==> src/hdl/bsu_pkg.sv <==
// ----------------------------------------------------------------------------
// bsu_pkg
// Shared types and codes for the branch and stack unit: instruction modes,
// condition codes, the registered instruction request and one result beat.
// ----------------------------------------------------------------------------
package bsu_pkg;

	typedef enum logic [3:0] {
		MODE_CALL    = 4'd0,
		MODE_CALL_CC = 4'd1,
		MODE_JP_HL   = 4'd2,
		MODE_JP      = 4'd3,
		MODE_JP_CC   = 4'd4,
		MODE_JR      = 4'd5,
		MODE_JR_CC   = 4'd6,
		MODE_RET     = 4'd7,
		MODE_RET_CC  = 4'd8,
		MODE_RETI    = 4'd9,
		MODE_RST     = 4'd10,
		MODE_POP     = 4'd11,
		MODE_PUSH    = 4'd12
	} mode_t;

	typedef enum logic [1:0] {
		COND_NZ = 2'd0,
		COND_NC = 2'd1,
		COND_Z  = 2'd2,
		COND_C  = 2'd3
	} cond_t;

	// Beat number within one request: two stack writes, then the final beat.
	typedef logic [1:0] beat_t;
	localparam beat_t BEAT_WR_HI = 2'd0;
	localparam beat_t BEAT_WR_LO = 2'd1;
	localparam beat_t BEAT_FINAL = 2'd2;

	typedef struct packed {
		logic [3:0]  mode;
		logic [1:0]  cond;
		logic        flag_z;
		logic        flag_c;
		logic [15:0] pc_in;
		logic [15:0] sp_in;
		logic [15:0] hl_value;
		logic [15:0] operand;
		logic [7:0]  vector;
		logic [15:0] push_value;
		logic [15:0] stack_word;
	} req_t;

	typedef struct packed {
		logic        is_write;
		logic [15:0] write_addr;
		logic [7:0]  write_data;
		logic [15:0] new_pc;
		logic [15:0] new_sp;
		logic [15:0] popped_value;
		logic        ime_enable;
		logic [2:0]  machine_cycles;
		logic        last;
	} result_t;

endpackage

==> src/hdl/bsu_decode.sv <==
// ----------------------------------------------------------------------------
// bsu_decode
// Combinational execution of one registered request: forms the result beat
// selected by the beat number, either a stack byte write or the final beat.
// ----------------------------------------------------------------------------
module bsu_decode (
	input  bsu_pkg::req_t    req,
	input  bsu_pkg::beat_t   beat,
	output bsu_pkg::result_t res
);
	import bsu_pkg::*;

	logic        cond_ok;
	logic        pushes;
	logic [15:0] push_word;
	logic [15:0] pc1;
	logic [15:0] pc2;
	logic [15:0] sp_m1;
	logic [15:0] sp_m2;
	logic [15:0] sp_p2;
	logic [15:0] rel_off;
	logic        write_beat;
	result_t     fin;

	always_comb begin
		unique case (cond_t'(req.cond))
			COND_NZ: cond_ok = !req.flag_z;
			COND_NC: cond_ok = !req.flag_c;
			COND_Z:  cond_ok = req.flag_z;
			COND_C:  cond_ok = req.flag_c;
			default: cond_ok = 1'b0;
		endcase
	end

	assign pc1     = req.pc_in + 16'd1;
	assign pc2     = req.pc_in + 16'd2;
	assign sp_m1   = req.sp_in - 16'd1;
	assign sp_m2   = req.sp_in - 16'd2;
	assign sp_p2   = req.sp_in + 16'd2;
	assign rel_off = {{8{req.operand[7]}}, req.operand[7:0]};

	// Final beat and the word that goes to the stack, if any.
	always_comb begin
		fin           = '0;
		fin.last      = 1'b1;
		fin.new_pc    = req.pc_in;
		fin.new_sp    = req.sp_in;
		pushes        = 1'b0;
		push_word     = req.pc_in;
		unique case (req.mode)
			MODE_CALL, MODE_CALL_CC: begin
				if (req.mode == MODE_CALL || cond_ok) begin
					pushes             = 1'b1;
					push_word          = pc2;
					fin.new_pc         = req.operand;
					fin.new_sp         = sp_m2;
					fin.machine_cycles = 3'd6;
				end else begin
					fin.new_pc         = pc2;
					fin.machine_cycles = 3'd3;
				end
			end
			MODE_JP_HL: begin
				fin.new_pc         = req.hl_value;
				fin.machine_cycles = 3'd1;
			end
			MODE_JP, MODE_JP_CC: begin
				if (req.mode == MODE_JP || cond_ok) begin
					fin.new_pc         = req.operand;
					fin.machine_cycles = 3'd4;
				end else begin
					fin.new_pc         = pc2;
					fin.machine_cycles = 3'd3;
				end
			end
			MODE_JR, MODE_JR_CC: begin
				if (req.mode == MODE_JR || cond_ok) begin
					fin.new_pc         = pc1 + rel_off;
					fin.machine_cycles = 3'd3;
				end else begin
					fin.new_pc         = pc1;
					fin.machine_cycles = 3'd2;
				end
			end
			MODE_RET: begin
				fin.new_pc         = req.stack_word;
				fin.new_sp         = sp_p2;
				fin.machine_cycles = 3'd4;
			end
			MODE_RET_CC: begin
				if (cond_ok) begin
					fin.new_pc         = req.stack_word;
					fin.new_sp         = sp_p2;
					fin.machine_cycles = 3'd5;
				end else begin
					fin.machine_cycles = 3'd2;
				end
			end
			MODE_RETI: begin
				fin.new_pc         = req.stack_word;
				fin.new_sp         = sp_p2;
				fin.ime_enable     = 1'b1;
				fin.machine_cycles = 3'd4;
			end
			MODE_RST: begin
				pushes             = 1'b1;
				push_word          = req.pc_in;
				fin.new_pc         = {8'h00, req.vector};
				fin.new_sp         = sp_m2;
				fin.machine_cycles = 3'd4;
			end
			MODE_POP: begin
				fin.new_sp         = sp_p2;
				fin.popped_value   = req.stack_word;
				fin.machine_cycles = 3'd3;
			end
			MODE_PUSH: begin
				pushes             = 1'b1;
				push_word          = req.push_value;
				fin.new_sp         = sp_m2;
				fin.machine_cycles = 3'd4;
			end
			default: begin
				// Undefined modes behave as a no-op with machine_cycles set to 1.
				fin.machine_cycles = 3'd1;
			end
		endcase
	end

	assign write_beat = pushes && (beat != BEAT_FINAL);

	always_comb begin
		if (write_beat) begin
			res          = '0;
			res.is_write = 1'b1;
			if (beat == BEAT_WR_HI) begin
				res.write_addr = sp_m1;
				res.write_data = push_word[15:8];
			end else begin
				res.write_addr = sp_m2;
				res.write_data = push_word[7:0];
			end
		end else begin
			res = fin;
		end
	end

endmodule

==> src/hdl/branch_and_stack_unit.sv <==
// ----------------------------------------------------------------------------
// branch_and_stack_unit
// Executes one control-flow or stack instruction per request and streams the
// resulting stack byte writes followed by a final PC/SP result.
// ----------------------------------------------------------------------------
// A request is taken on a rising edge where start is high and busy is low.
// It is registered, and its results then leave the result register one per
// cycle, each valid for exactly one cycle while done is high; the receiver
// cannot stall them, so it must capture every cycle that done is high.
// Instructions that push (taken call, rst, push) give three results: the
// high byte written at sp-1, the low byte written at sp-2, then the final
// result with last high. All other instructions give only the final result.
// Throughput is one request per cycle for single-result instructions; a
// pushing one holds busy high until its final beat is formed, since the
// single result port carries one beat per cycle. Between acceptance and
// the first result lie the request register, then the result register.
// Nothing is carried between requests, so a new request is taken in the
// same cycle that the previous request's final beat is formed.
module branch_and_stack_unit (
	input  logic        clk,
	input  logic        arst_n,
	input  logic        start,
	output logic        busy,
	input  logic [3:0]  mode,
	input  logic [1:0]  cond,
	input  logic        flag_z,
	input  logic        flag_c,
	input  logic [15:0] pc_in,
	input  logic [15:0] sp_in,
	input  logic [15:0] hl_value,
	input  logic [15:0] operand,
	input  logic [7:0]  vector,
	input  logic [15:0] push_value,
	input  logic [15:0] stack_word,
	output logic        done,
	output logic        is_write,
	output logic [15:0] write_addr,
	output logic [7:0]  write_data,
	output logic [15:0] new_pc,
	output logic [15:0] new_sp,
	output logic [15:0] popped_value,
	output logic        ime_enable,
	output logic [2:0]  machine_cycles,
	output logic        last
);
	import bsu_pkg::*;

	// Registered request and the beat that is formed from it this cycle.
	req_t    req_s1;
	logic    valid_s1;
	beat_t   beat_q;

	result_t beat_res;
	result_t res_q;
	logic    done_q;

	logic    accept;
	logic    final_now;

	bsu_decode u_decode (
		.req  (req_s1),
		.beat (beat_q),
		.res  (beat_res)
	);

	// The request register frees up in the cycle its final beat is formed.
	assign final_now = valid_s1 && beat_res.last;
	assign busy      = valid_s1 && !final_now;
	assign accept    = start && !busy;

	always_ff @(posedge clk or negedge arst_n) begin
		if (!arst_n) begin
			valid_s1 <= 1'b0;
			beat_q   <= BEAT_WR_HI;
			done_q   <= 1'b0;
		end else begin
			if (accept) begin
				valid_s1 <= 1'b1;
				beat_q   <= BEAT_WR_HI;
			end else if (final_now) begin
				valid_s1 <= 1'b0;
				beat_q   <= BEAT_WR_HI;
			end else if (valid_s1) begin
				// Only write beats get here; step to the next beat.
				beat_q <= beat_q + 2'd1;
			end
			done_q <= valid_s1;
		end
	end

	always_ff @(posedge clk) begin
		if (accept) begin
			req_s1.mode       <= mode;
			req_s1.cond       <= cond;
			req_s1.flag_z     <= flag_z;
			req_s1.flag_c     <= flag_c;
			req_s1.pc_in      <= pc_in;
			req_s1.sp_in      <= sp_in;
			req_s1.hl_value   <= hl_value;
			req_s1.operand    <= operand;
			req_s1.vector     <= vector;
			req_s1.push_value <= push_value;
			req_s1.stack_word <= stack_word;
		end
		if (valid_s1) begin
			res_q <= beat_res;
		end
	end

	assign done           = done_q;
	assign is_write       = res_q.is_write;
	assign write_addr     = res_q.write_addr;
	assign write_data     = res_q.write_data;
	assign new_pc         = res_q.new_pc;
	assign new_sp         = res_q.new_sp;
	assign popped_value   = res_q.popped_value;
	assign ime_enable     = res_q.ime_enable;
	assign machine_cycles = res_q.machine_cycles;
	assign last           = res_q.last;

endmodule
==> config.mk <==
export PLATFORM = sky130hd
export DESIGN_NAME = branch_and_stack_unit
export DESIGN_NICKNAME = d
export VERILOG_FILES = /design/src/hdl/bsu_pkg.sv /design/src/hdl/bsu_decode.sv /design/src/hdl/branch_and_stack_unit.sv
export SDC_FILE = /design/constraint.sdc
export NUM_CORES = 1
export LEC_CHECK = 0
export ABC_AREA = 1
export ABC_CLOCK_PERIOD_IN_PS = 4700
export BUFFER_PORTS_ARGS = -buffer_cell sky130_fd_sc_hd__buf_2
export CORE_UTILIZATION = 51
export DETAILED_ROUTE_END_ITERATION = 7
export HOLD_SLACK_MARGIN = 0.15
export PLACE_DENSITY = 0.77
export SYNTH_ARGS = -nofsm -noshare
export SYNTH_HDL_FRONTEND = slang
export SYNTH_SLANG_ARGS = --single-unit
==> constraint.sdc <==
create_clock -name clk -period 4.7 [get_ports clk]
set_input_delay 0.705 -clock clk [delete_from_list [all_inputs] [get_ports clk]]
set_output_delay 0.705 -clock clk [all_outputs]
set_load 0.01 [all_outputs]
# Word level (Yosys, flattened, before mapping)

Index checks and enable logic that the tools add are counted.

Logic and storage cells: 97
Bits in registers: 194

Reduce and logical (&&, ||, !) cells: 24
$add $sub $neg: 7
Bitwise gates (word level): 1
Mux-type cells: 26
Equal/unequal tests: 16

Operator list:

| cell                                                                   | number |
|---|---|
| 16-bit case mux with 7 select lines                                    | 1 |
| 16-bit 2-to-1 mux                                                      | 6 |
| 78-bit 2-to-1 mux                                                      | 1 |
| 16-bit case mux with 4 select lines                                    | 1 |
| 16-bit by 2-bit adder with 16-bit output (second input constant)       | 2 |
| 32-bit 2-to-1 mux                                                      | 1 |
| 16-bit case mux with 2 select lines                                    | 1 |
| 24-bit 2-to-1 mux                                                      | 1 |
| 4-bit equality test (second input constant)                            | 5 |
| 3-bit case mux with 6 select lines                                     | 1 |
| 16-bit by 1-bit adder with 16-bit output (second input constant)       | 1 |
| 16-bit adder                                                           | 1 |
| 4-bit by 3-bit equality test with 1-bit output (second input constant) | 4 |
| 16-bit by 1-bit subtractor with 16-bit output (second input constant)  | 1 |
| 16-bit by 2-bit subtractor with 16-bit output (second input constant)  | 1 |
| 2-bit OR reduction                                                     | 6 |
| 3-bit 2-to-1 mux                                                       | 3 |
| 4-bit by 2-bit equality test with 1-bit output (second input constant) | 2 |
| 2-bit 2-to-1 mux                                                       | 3 |
| 1-bit 2-to-1 mux                                                       | 5 |
| 2-bit equality test (second input constant)                            | 2 |
| 4-bit by 1-bit equality test with 1-bit output (second input constant) | 1 |
| 1-bit logical AND                                                      | 4 |
| 1-bit logical NOT                                                      | 4 |
| other kinds (13)                                                       | 16 |

# Depth between registers and ports, before layout

Gate-level depths: netlist of the first run.

Word-level depth: 13
Mapped depth: 20

# Hierarchy

From an unflattened synthesis of the first run, not the netlist that was laid out.

Cells, all modules: 1,137
Area total of the unflattened synthesis: 10,410.0 um^2

Modules (own cells, without submodules):

| module                | seq. area each (um^2) | area an instance (um^2) | cells each | times used |
|---|---|---|---|---|
| branch_and_stack_unit | 5,805.6               | 5,873.1                 | 209        | 1 |
| bsu_decode            | 0.0                   | 4,536.9                 | 928        | 1 |

# Least setup slack after synthesis of the first run

OpenSTA, ideal clock, no wires.

Path type: register to register
Start point: reg valid_s1
End point: reg req_s1[0] (netlist bit), enable pin
Period minus slack after synthesis: 4.439 ns
Buffers on the path: 0
Arrival time: 3.974 ns
Setup time: 0.465 ns
Setup slack: 0.261 ns
Cell stages (with the launch flop): 4
Data required time: 4.235 ns
Cells stage by stage: dfrtp_1 nand2_1 nand2_1 inv_1

Longest elaborated chain between the ends: 5

Ends and longest elaborated chain:

| item                   | RTL line                    | source |
|---|---|---|
| from (decl)            | branch_and_stack_unit.sv:50 | `logic valid_s1;` |
| from (signal assigned) | branch_and_stack_unit.sv:73 | `valid_s1 <= 1'b0;` |
| from (signal assigned) | branch_and_stack_unit.sv:78 | `valid_s1 <= 1'b1;` |
| from (signal assigned) | branch_and_stack_unit.sv:81 | `valid_s1 <= 1'b0;` |
| 1-bit logical AND      | branch_and_stack_unit.sv:67 | `assign final_now = valid_s1 && beat_res.last;` |
| 1-bit logical NOT      | branch_and_stack_unit.sv:68 | `assign busy = valid_s1 && !final_now;` |
| 1-bit logical AND (*)  | branch_and_stack_unit.sv:68 |  |
| 1-bit logical NOT (*)  | branch_and_stack_unit.sv:69 | `assign accept = start && !busy;` |
| 1-bit logical AND (*)  | branch_and_stack_unit.sv:69 |  |
| named net accept       | branch_and_stack_unit.sv:57 | `logic accept;` |
| to (decl)              | branch_and_stack_unit.sv:49 | `req_t req_s1;` |

The timed path passes the listed nets; every way through them passes the cells marked *.
A chain may end at the register's enable or synchronous reset.

# Final worst setup path of the first run

Start point: reg req_s1[109] (netlist bit)
End point: out busy

Longest elaborated chain between the ends: 9
Elaborated cells on any way between the ends: 14

Ends and longest elaborated chain:

| item                                   | RTL line                           | source |
|---|---|---|
| 4-bit logical NOT                      | bsu_decode.sv:50, bsu_decode.sv:52 |  |
| 1-bit logical OR                       | bsu_decode.sv:52                   | `if (req.mode == MODE_CALL \|\| cond_ok) begin` |
| 1-bit 2-to-1 mux                       | bsu_decode.sv:52                   |  |
| 1-bit case mux with 2 select lines (*) | bsu_decode.sv:50                   | `unique case (req.mode)` |
| 1-bit logical AND (*)                  | bsu_decode.sv:130                  | `assign write_beat = pushes && (beat != BEAT_FINAL);` |
| 78-bit 2-to-1 mux (*)                  | bsu_decode.sv:133                  | `if (write_beat) begin` |
| 1-bit logical AND (*)                  | branch_and_stack_unit.sv:67        |  |
| 1-bit logical NOT (*)                  | branch_and_stack_unit.sv:68        |  |
| 1-bit logical AND (*)                  | branch_and_stack_unit.sv:68        |  |
| to (decl)                              | branch_and_stack_unit.sv:23        | `output logic busy,` |

Mark *: on every way between the ends. The rest lies on a longest branch, timed or not.

==> results.rst, run 1 <==
.. list-table::
   :header-rows: 1

   * - Metric
     - Value
   * - Number of warnings issued by yosys
     - 0
   * - GR Util All Layers
     - between 20% and 30%
   * - Unrepaired setup endpoints after global routing
     - no
   * - Placed Cells
     - around 1600
   * - Length of routed met2 wiring
     - ~13000 um
   * - Fillcell total
     - ~1800
   * - Initial Util
     - 52.03%
   * - Area leader, netlist
     - edfxtp_1
   * - IO Pins
     - 195
   * - Clock network latency to the later pin of the worst-skew pair
     - between 400 and 500 ps
   * - Largest net degree at the start of global routing
     - slightly above 80
   * - Final count of pins violating max slew
     - 0
   * - Via count normalized by instance count
     - approximately 5.4
   * - Clock root buffer master
     - clkbuf_16
   * - Endpoint kind of the worst setup timing path
     - output port
   * - Drt total wl
     - between 20000 and 30000 um
   * - Routed length on met3
     - roughly 2600 um
   * - Worst rel slew slack
     - roughly 28%
   * - Number of antenna violations at the first check in global routing
     - 0
   * - Power density normalized to cell area
     - about 370 mW/mm^2
   * - Biggest cell delay along the critical path
     - ~470 ps
   * - Largest fanout on the critical path
     - 28
   * - Cell-by-cell trace of the critical path
     - nor2_2 > inv_2 > nor3_4 > nor2_2 > nand2_4 > inv_4 > nor2_8 > nand2_1 > inv_1 > buf_2
   * - Required arrival time at the worst endpoint
     - 3990 ps
   * - Congestion Overflow GR
     - 0
   * - Distinct cell type count after synthesis
     - 44
   * - Critical path's slowest cell
     - nor3_4
   * - Leakage dissipation
     - between 5 and 6 nW
   * - Portion of synthesized cell area occupied by the leading cell type
     - 54.20%
   * - Sum of negative setup slack
     - 0 ps
   * - Detailed-placement wirelength estimate
     - about 21000 um
   * - Post-synthesis register bit count
     - approximately 190
   * - Worst Hold Class
     - input port to flop
   * - Number of remaining DRC errors
     - 0
   * - Final critical delay including setup and external delays
     - around 3700 ps
   * - Maximum count of clock buffers along a single path
     - 2
   * - Routed len/inst
     - 17.59 um
   * - Fraction of final layout cells sized beyond drive strength 1
     - between 10% and 20%
   * - Syn-to-layout area delta
     - 16.33%
   * - PortBufs
     - about 190
   * - Syn Area/Cell
     - roughly 9.0 um^2
   * - Crit Path Class
     - flop to output port
   * - Layout Cell Area excl Fill
     - ~0.012 mm^2
   * - Global-route wire length before repair
     - 44210 um
   * - Total nets after synthesis
     - about 1300
   * - Ranking of synthesized cells by area
     - edfxtp_1 54%, nand2_1 10%, nor2_1 5.0%, inv_1 5.0%, nand3_1 3.8%
   * - Number of instances in the synthesized netlist
     - around 1200
   * - Hold violation total from the final report
     - 0
   * - Number of buffers inserted during clock tree synthesis
     - 17
   * - Die area
     - between 0.02 and 0.025 mm^2
   * - Die height
     - roughly 150 um
   * - CTS Sinks
     - 194
   * - Portion of the post-synthesis area used by sequential elements
     - around 55%
   * - Transition time at the pin with the least slew margin
     - 1087 ps
   * - Cell Rows
     - 52
   * - Die width
     - approximately 150 um
   * - Final layout net count
     - about 1500
   * - Max rail drop VDD
     - around 280 uV
   * - Register clock-pin slew on the reported worst setup and hold paths
     - around 80 ps
   * - Utilization of the core after routing
     - 60.52%
   * - Setup Skew
     - between 10 and 15 ps
   * - Vias in the first global route
     - around 8100
   * - Antenna violation net count after detailed routing
     - 0
   * - Post-place instance area
     - around 0.012 mm^2
   * - Mapped cell area
     - approximately 0.011 mm^2
   * - Via count of the routed design
     - approximately 8800
   * - Diodes inserted
     - 0
   * - Count of instances resized after the clock tree is built
     - 0
   * - Number of buffers and inverters on the critical path
     - 4
   * - Setup crit start kind
     - flop
   * - DRC marker count from the first detailed-route iteration
     - 848
   * - # setup viols final
     - 0
   * - Outcome
     - complete, no violations
   * - Number of levels the H-tree was split into
     - 4
   * - Highest Clock Rate
     - ~0.27 GHz
   * - Hold buffer count at cts
     - 1
   * - Family with the most delay on the worst path
     - simple AND/OR/NAND/NOR gates
   * - Non-filler instance count after layout
     - roughly 1600
   * - Router iterations before antenna repair
     - 5
   * - Crit path DAT
     - between 2000 and 3000 ps
   * - Last weighted congestion value of the routability-driven placer
     - about 0.97
   * - Max layer used
     - met4
   * - Most common cell type on the critical path
     - nor2_2
   * - Core Footprint
     - a little over 0.02 mm^2
   * - Flop-to-flop setup slack
     - 1290 ps
   * - Length of routed wiring on met1
     - approximately 13000 um
   * - Number of violations of the max-capacitance limit
     - 0
   * - Tcrit/Tclk final
     - around 79%
   * - TritonCTS clock tree
     - done
   * - Buffers inserted by post-CTS timing repair
     - 0
## stage by stage
step	setup slack, ps	hold slack (ps)	total power, mW
after floorplan	261.0	409.4	2.835
after global placement	1438	497.5	3.167
after detailed placement	1332	509.2	3.174
after CTS	1061	431.1	4.507
after global routing	809.1	422.4	4.692
final	1002	432.4	4.516
## worst register-to-register path, delay by kind of cell (launching register included)
kind | cells | cell delay [ps]
flip-flops | 1 | 420
AND/OR/NAND/NOR | 10 | 1410
buffers and inverters | 4 | 1240
## registers in the layout, summed over array words and instances (netlist names)
register and cells:
req_s1 112, new_pc 16, new_sp 16, popped_value 16
write_addr 16, write_data 8, machine_cycles 3, beat_q 2
done 1, ime_enable 1, is_write 1, last 1
valid_s1 1
## placed cells by master, fill, tap and decap left out, drive strengths merged, types with 8 or more instances in the layout
cell type	count
nand2	290
o211ai	8
inv	153
nor2	149
edfxtp	190
ha	27
nand4	12
o21ai	64
buf	199
a21oi	60
nor3	16
xor2	41
nand3	81
clkbuf	18
## layout make-up
cell class / count / area, um^2 / share of cell area (%)
Sequential cell: 194 / 5809 / 47.44
Multi-Input combinational cell: 788 / 3986 / 32.55
Timing Repair Buffer: 200 / 1018 / 8.316
Inverter: 148 / 563.0 / 4.597
Clock buffer: 18 / 429.2 / 3.504
Tap cell: 270 / 337.8 / 2.758
Clock inverter: 13 / 102.6 / 0.8378
## synthesized netlist by cell type, drive strengths merged
| master | instances |
|---|---|
| inv | 147 |
| xnor2 | 6 |
| clkinv | 1 |
| buf | 21 |
| a21o | 1 |
| o22ai | 3 |
| dfrtp | 4 |
| nor2 | 149 |
| a31oi | 5 |
| and2 | 1 |
| xor2 | 41 |
| o21ai | 64 |
| nand2 | 290 |
| o21a | 1 |
| o31ai | 1 |
| nor3 | 16 |
| edfxtp | 190 |
| ha | 27 |
| nand3 | 81 |
| a211oi | 2 |
| a21oi | 60 |
| clkbuf | 13 |
| a22o | 4 |
| o21bai | 3 |
| or2 | 4 |
| and3 | 1 |
| nand4 | 12 |
| fa | 1 |
| o211ai | 8 |
| nand3b | 7 |
## logic make-up (layout without fill, tap and decap cells)
| family | count (synthesis) | after routing | synth area share (%) |
|---|---|---|---|
| fa+ha+maj | 28 | 28 | 3.399 |
| flops | 194 | 194 | 55.15 |
| compound gates | 152 | 152 | 7.844 |
| simple gates | 561 | 561 | 22.71 |
| xor+xnor | 47 | 47 | 3.910 |
| buf+inv | 182 | 379 | 6.988 |
## power breakdown
part           total (mW)  leakage, nW  internal, mW  switching (mW)
combinational       0.915         3.35         0.313           0.603
clock                1.36        0.253         0.685           0.676
sequential           2.24         1.93          2.12           0.122
## routing by layer
metal	GRT usage, %	vias to the layer above
met5	0	-
met2	41.29	446
met4	7.474	0
met1	40.83	4074
li1	-	4232
met3	4.326	37
## final timing paths
check                            start     endpoint  depth (start not counted)
max                        req_s1[109]         busy                         10
min in group asynchronous       arst_n     valid_s1                          2
max reg2reg                req_s1[106]  req_s1[108]                         14
min                        hl_value[4]   req_s1[60]                          1
max in group asynchronous       arst_n     valid_s1                          2
min reg2reg                  beat_q[1]    beat_q[1]                          2
Power figures use the tool's default switching activity.
==> run 2: changes to the inputs <==
- ABC_CLOCK_PERIOD_IN_PS: 4700 -> 3200
- clock period: 4.7 -> 3.2 ns (I/O delays scaled with it)
==> results.rst, run 2 (synthesis gave the netlist of run 1 again) <==
.. list-table::
   :header-rows: 1

   * - Metric
     - Value
   * - Outcome
     - complete, no violations
   * - Largest register FFs
     - 112 (unchanged)
   * - Routed len/inst
     - 17.96 um (+2.1%)
   * - Required arrival time at the worst endpoint
     - 2720 ps (-1270 ps)
   * - Via count of the routed design
     - 8962 (+2.0%)
   * - Total internal power
     - 4.699 mW (+51%)
   * - Final layout net count
     - 1515 (+1.5%)
   * - Max rail drop VDD
     - 351.6 uV (+27%)
   * - Number of violations of the max-capacitance limit
     - 0 (unchanged)
   * - Number of antenna violations at the first check in global routing
     - 3 (+3)
   * - Die height
     - 145.7 um (unchanged)
   * - Vias in the first global route
     - 8562 (+5.8%)
   * - Post-layout total power
     - 6.806 mW (+51%)
   * - IO Pins
     - 195 (unchanged)
   * - Crit Path Class
     - flop to output port
   * - Syn-to-layout area delta
     - 18.85%
   * - Last weighted congestion value of the routability-driven placer
     - 1.009 (+3.7%)
   * - Leading cell type in the layout, fill and taps excluded
     - nand2_1
   * - Number of buffers inserted during clock tree synthesis
     - 17 (unchanged)
   * - TritonCTS clock tree
     - done
   * - Net switching power of the design
     - 2.106 mW (+50%)
   * - Router iterations before antenna repair
     - 5 (unchanged)
   * - Detailed-placement wirelength estimate
     - 22380 um (+5.1%)
   * - Number of remaining DRC errors
     - 0 (unchanged)
   * - Die width
     - 145.7 um (unchanged)
   * - Cell Rows
     - 52 (unchanged)
   * - Core Footprint
     - 0.02023 mm^2 (unchanged)
   * - PortBufs
     - 194 (unchanged)
   * - Final worst setup slack
     - 185.8 ps (-815.9 ps)
   * - Clock network latency to the later pin of the worst-skew pair
     - 440 ps (about the same)
   * - Congestion Overflow GR
     - 0 (unchanged)
   * - Utilization of the core after routing
     - 61.84% (+1.3 points)
   * - Highest Clock Rate
     - roughly 0.33 GHz
   * - Sequential fraction of design power
     - 47.8% (-1.8 points)
   * - # setup viols final
     - 0 (unchanged)
   * - Number of levels the H-tree was split into
     - 4 (unchanged)
   * - Via count normalized by instance count
     - 5.409 (+0.37%)
   * - Leakage dissipation
     - 5.682 nW (+2.7%)
   * - Die area
     - 0.02122 mm^2 (unchanged)
   * - Share of total power in the clock network
     - 30.9% (+0.8 points)
   * - Maximum count of clock buffers along a single path
     - 2 (unchanged)
   * - Setup Skew
     - 10.60 ps (-1.044 ps)
   * - Tcrit/Tclk final
     - between 90% and 100%
   * - Endpoint kind of the worst setup timing path
     - output port
   * - Clock root buffer master
     - clkbuf_16
   * - Met3 demand-to-capacity share in global routing
     - 6.176% (+1.8 points)
   * - Gate power share
     - 21.3% (+1.0 points)
   * - Largest register by flop count
     - req_s1
   * - Antenna violation net count after detailed routing
     - 0 (unchanged)
   * - Placed Cells
     - 1620 (+1.3%)
   * - Fillcell total
     - 1708 (-3.3%)
   * - R2R Path Start
     - req_s1[89]
   * - Hold violation total from the final report
     - 0 (unchanged)
   * - Switching power as a share of total power
     - 30.95% (-0.067 points)
   * - Drt total wl
     - 29760 um (+3.7%)
   * - Final critical delay including setup and external delays
     - roughly 3000 ps
   * - Crit path DAT
     - 2530 ps (-460 ps)
   * - Routing usage on met1
     - 41.15% (+0.32 points)
   * - Worst rel slew slack
     - 50.76% (+23 points)
   * - GR Util All Layers
     - 28.60% (+1.3 points)
   * - Power density normalized to cell area
     - 543.9 mW/mm^2 (+48%)
   * - CTS Sinks
     - 194 (unchanged)
   * - Area of all sequential standard cells
     - 0.005809 mm^2 (unchanged)
   * - DRC marker count from the first detailed-route iteration
     - 777 (-8.4%)
   * - Largest net degree at the start of global routing
     - 80 (-2.4%)
   * - Setup crit start kind
     - flop
   * - Area of combinational cells with multiple inputs
     - 0.004014 mm^2 (+0.69%)
   * - Fraction of final layout cells sized beyond drive strength 1
     - 20.65% (+1.6 points)
   * - Non-filler instance count after layout
     - 1657 (+1.6%)
   * - Final count of pins violating max slew
     - 0 (unchanged)
   * - DP Worst Slack
     - 200.3 ps (-1132 ps)
   * - Unrepaired setup endpoints after global routing
     - no
   * - Hold Path Origin
     - flag_c
   * - Top library cells by usage in the layout, fill and taps aside
     - 282 x nand2_1, 194 x buf_2, 190 x edfxtp_1
   * - First element of the critical path
     - req_s1[106]
   * - Busiest layer in global routing
     - met2
   * - Worst Hold Class
     - input port to flop
   * - Register clock-pin slew on the reported worst setup and hold paths
     - 80 ps (about the same)
   * - Transition time at the pin with the least slew margin
     - 737.9 ps (-349.6 ps)
   * - Met2 usage
     - 43.66% (+2.4 points)
   * - Largest fanout on the critical path
     - 15 (-46%)
   * - Initial Util
     - 52.03% (unchanged)
   * - Global-route wire length before repair
     - 46090 um (+4.3%)
[run 2: changes by cell type in the layout (fill, tap and decap cells not counted), moves of 2 or more]
cell and delta:
buf_4 +22, clkinv_4 +2, diode_2 +2, inv_4 -2, nand2_1 -2, nand2_4 +2
nor2_4 +2
[run 2: power by group through the flow]
stage          combinational [mW]  clock (mW)  sequential [mW]
6_report                     1.45        2.11             3.25
5_1_grt                      1.59        2.21             3.28
4_1_cts                      1.42        2.13             3.25
3_5_place_dp                 1.41           0             3.31
3_3_place_gp                 1.40           0             3.30
2_1_floorplan               0.806           0             3.36
[run 2: path summary, 6_finish.rpt]
kind | end | slack [ps] | depth (start not counted)
max in group asynchronous | valid_s1 | 2690 | 2
min reg2reg | beat_q[1] | 530 | 2
max | busy | 190 | 12
max reg2reg | new_pc[14] | 200 | 17
min | req_s1[104] | 210 | 1
min in group asynchronous | beat_q[0] | 370 | 2
[run 2: repair_timing]
item | in CTS | in global routing
gates resized for setup | 0 | 2
endpoints found under the setup margin | 0 | 8
buffers inserted | 0 | 2
hold buffers | 1 | 0
hold endpoints to repair | 4 | 0
[run 2: cell type report]
class | count | share of cell area [%]
sequential | 194 | 46.43
multi-input combinational | 788 | 32.08
timing repair buffer | 223 | 9.620
inverter | 148 | 4.530
clock buffer | 17 | 3.400
tap | 270 | 2.700
clock inverter | 15 | 1.200
antenna | 2 | 0.04000
[run 2: per-stage QoR]
stage	cell area (um^2)	hold slack, ps	setup TNS, ps
6_report	12510	206.6	0
5_1_grt	12510	192.1	0
4_1_cts	12480	192.4	0
3_5_place_dp	11900	292.8	0
3_3_place_gp	11900	286.9	0
2_1_floorplan	10560	184.4	-34260
[run 2: layer usage]
layer,up-vias,routed length (um)
li1,4273,-
met1,4159,13090
met2,489,13290
met3,41,2869
met4,0,505
met5,-,0
[run 2: worst max-delay path, cell delays in order (launching register included)]
cell and delay [ps]:
edfxtp_1 410, nand2_1 90, o21ai_0 90, nand2_1 110, nand2_2 190, nand2_1 200
nand2_4 140, nand2_4 180, inv_6 90, nor2_8 250, nand2_4 110, inv_1 90
buf_2 130
==> run 3: changes to the inputs <==
- RECOVER_POWER: default -> 50
==> results.rst, run 3 (synthesis gave the netlist of run 1 again) <==
.. list-table::
   :header-rows: 1

   * - Metric
     - Value
   * - Outcome
     - finished, violations left
   * - Violations in the final reports
     - max-capacitance violations, max-slew violations
   * - Clock root buffer master
     - clkbuf_16
   * - Vias in the first global route
     - 8562 (unchanged)
   * - PortBufs
     - 194 (unchanged)
   * - Endpoint kind of the worst setup timing path
     - output port
   * - Final count of pins violating max slew
     - 34 (+34)
   * - Utilization of the core after routing
     - 61.28% (-0.56 points)
   * - Register clock-pin slew on the reported worst setup and hold paths
     - 70 ps (about the same)
   * - Crit Path Class
     - flop to output port
   * - Leading cell type in the layout, fill and taps excluded
     - nand2_1
   * - TritonCTS clock tree
     - done
   * - Tcrit/Tclk final
     - 95.87% (+1.7 points)
   * - Setup crit start kind
     - flop
   * - Required arrival time at the worst endpoint
     - 2720 ps (about the same)
   * - Largest register FFs
     - 112 (unchanged)
   * - Crit path DAT
     - 2590 ps (+60 ps)
   * - Congestion Overflow GR
     - 0 (unchanged)
   * - Share of total power in the clock network
     - 31.1% (+0.2 points)
   * - Max rail drop VDD
     - 350.9 uV (-0.17%)
   * - Last weighted congestion value of the routability-driven placer
     - 1.009 (unchanged)
   * - Top library cells by usage in the layout, fill and taps aside
     - 282 x nand2_1, 190 x edfxtp_1, 140 x nor2_1, 140 x inv_1, 107 x buf_2
   * - Area of all sequential standard cells
     - 0.005806 mm^2 (about the same)
   * - CTS Sinks
     - 194 (unchanged)
   * - Worst Hold Class
     - input port to flop
   * - Die width
     - 145.7 um (unchanged)
   * - Die area
     - 0.02122 mm^2 (unchanged)
   * - # setup viols final
     - 0 (unchanged)
   * - Switching power as a share of total power
     - 31.16% (+0.20 points)
   * - Sum of negative setup slack
     - 0 ps (unchanged)
   * - Initial Util
     - 52.03% (unchanged)
   * - Largest fanout on the critical path
     - 15 (unchanged)
   * - Final critical delay including setup and external delays
     - 3068 ps (+53.74 ps)
   * - Global-route wire length before repair
     - 46090 um (unchanged)
   * - Cell Rows
     - 52 (unchanged)
   * - Number of buffers and inverters on the critical path
     - 3 (unchanged)
   * - Unrepaired setup endpoints after global routing
     - no
   * - DRC marker count from the first detailed-route iteration
     - 889 (+14%)
   * - Router iterations before antenna repair
     - 5 (unchanged)
   * - Fraction of final layout cells sized beyond drive strength 1
     - 14.22% (-6.4 points)
   * - Core Footprint
     - 0.02023 mm^2 (unchanged)
   * - Biggest cell delay along the critical path
     - 410 ps (about the same)
   * - Routed len/inst
     - 17.96 um (about the same)
   * - Post-layout total power
     - 6.774 mW (-0.47%)
   * - Number of antenna violations at the first check in global routing
     - 3 (unchanged)
   * - Largest net degree at the start of global routing
     - 80 (unchanged)
   * - Power density normalized to cell area
     - 546.3 mW/mm^2 (+0.44%)
   * - Highest Clock Rate
     - 0.3260 GHz (-1.8%)
   * - Clock network latency to the later pin of the worst-skew pair
     - 440 ps (about the same)
   * - Detailed-placement wirelength estimate
     - 22380 um (unchanged)
   * - Drt total wl
     - 29770 um (about the same)
   * - Via count normalized by instance count
     - 5.360 (-0.89%)
   * - Setup Skew
     - 10.46 ps (-0.1325 ps)
   * - Largest register by flop count
     - req_s1
   * - Die height
     - 145.7 um (unchanged)
   * - Hold violation total from the final report
     - 0 (unchanged)
   * - Number of remaining DRC errors
     - 0 (unchanged)
   * - Transition time at the pin with the least slew margin
     - 1603 ps (+865.4 ps)
   * - Syn-to-layout area delta
     - 17.78%
   * - Number of levels the H-tree was split into
     - 4 (unchanged)
   * - Via count of the routed design
     - 8882 (-0.89%)
   * - Cell-by-cell trace of the critical path
     - nand2_1 > o21ai_0 > nand2_1 > nand2_2 > nand2_1 > nand2_4 > nand2_4 > inv_6 > nor2_8 > nand2_4 > inv_1 > buf_2
   * - Area of combinational cells with multiple inputs
     - 0.004014 mm^2 (unchanged)
   * - Worst rel slew slack
     - -6.885% (-58 points)
   * - Total internal power
     - 4.663 mW (-0.76%)
   * - IO Pins
     - 195 (unchanged)
   * - Maximum count of clock buffers along a single path
     - 2 (unchanged)
   * - Net switching power of the design
     - 2.110 mW (+0.19%)
   * - Number of violations of the max-capacitance limit
     - 1 (+1)
   * - Final-layout worst hold slack
     - 207.8 ps (+1.184 ps)
   * - Sequential fraction of design power
     - 48.1% (+0.3 points)
   * - Number of buffers inserted during clock tree synthesis
     - 17 (unchanged)
   * - GR Util All Layers
     - 28.60% (unchanged)
   * - Gate power share
     - 20.8% (-0.5 points)
   * - Critical path's slowest cell
     - edfxtp_1
   * - Fillcell total
     - 1770 (+3.6%)
   * - Final layout net count
     - 1515 (unchanged)
   * - Family with the most delay on the worst path
     - simple AND/OR/NAND/NOR gates
   * - Leakage dissipation
     - 5.415 nW (-4.7%)
   * - Antenna violation net count after detailed routing
     - 0 (unchanged)
## run 3: changes by cell type in the layout (fill, tap and decap cells not counted), sizes merged
cell | previous run | this run
buf | 222 | 135
clkbuf | 17 | 104
## run 3: worst paths after layout
kind | from | endpoint | slack, ps | cells past startpoint
max in group asynchronous | arst_n | valid_s1 | 2600 | 2
worst max-delay path | req_s1[106] | busy | 130 | 12
min in group asynchronous | arst_n | beat_q[0] | 400 | 2
worst max register to register | req_s1[89] | new_pc[14] | 220 | 17
worst min-delay path | flag_c | req_s1[104] | 210 | 1
worst min register to register | beat_q[1] | beat_q[1] | 530 | 2
## run 3: area by class of cell
cell class              instances  share of cell area (%)
repair buffers                223                   8.829
clock inverters                15                   1.211
flip-flops and latches        194                   46.82
inverters                     148                   4.571
diodes                          2                 0.04036
clock buffers                  17                   3.431
well taps                     270                   2.725
multi-input cells             788                   32.37
## run 3: stage by stage
stage / area, um^2 / cells / setup WS [ps]
after global routing: 12400 / 1657 / 7.033
after CTS: 12480 / 1653 / 186.3
final: 12400 / 1657 / 132.1
after global placement: 11900 / 1620 / 269.9
after detailed placement: 11900 / 1620 / 200.3
after floorplan: 10560 / 1164 / -305.9
## run 3: worst reg2reg max path: cells and delay by family (launching register included)
kind	cells	cell delay [ps]
flip-flops	1	400
XOR/XNOR	1	250
buffers and inverters	1	110
AND/OR/NAND/NOR	10	990
adder cells (fa/ha/maj)	2	550
AO/OA/AOI/OAI	3	440
## run 3: routing by layer
layer / GRT usage [%] / share of wire (%) / vias to the layer above
li1: - / - / 4274
met1: 41.15 / 45 / 4115
met2: 43.66 / 45 / 456
met3: 6.176 / 9.2 / 37
met4: 8.105 / 1.7 / 0
met5: 0 / 0 / -
## run 3: timing repair
item	CTS	global route
resized for setup	0	2
hold buffers	1	0
endpoints found under the hold margin	4	0
setup endpoints to repair	0	8
buffers inserted	0	2
## run 3: power by group through the flow
stage	combinational, mW	sequential [mW]	clock (mW)
after floorplan	0.806	3.36	0
after global placement	1.40	3.30	0
after global routing	1.55	3.28	2.21
final	1.41	3.26	2.11
after detailed placement	1.41	3.31	0
after CTS	1.42	3.25	2.13
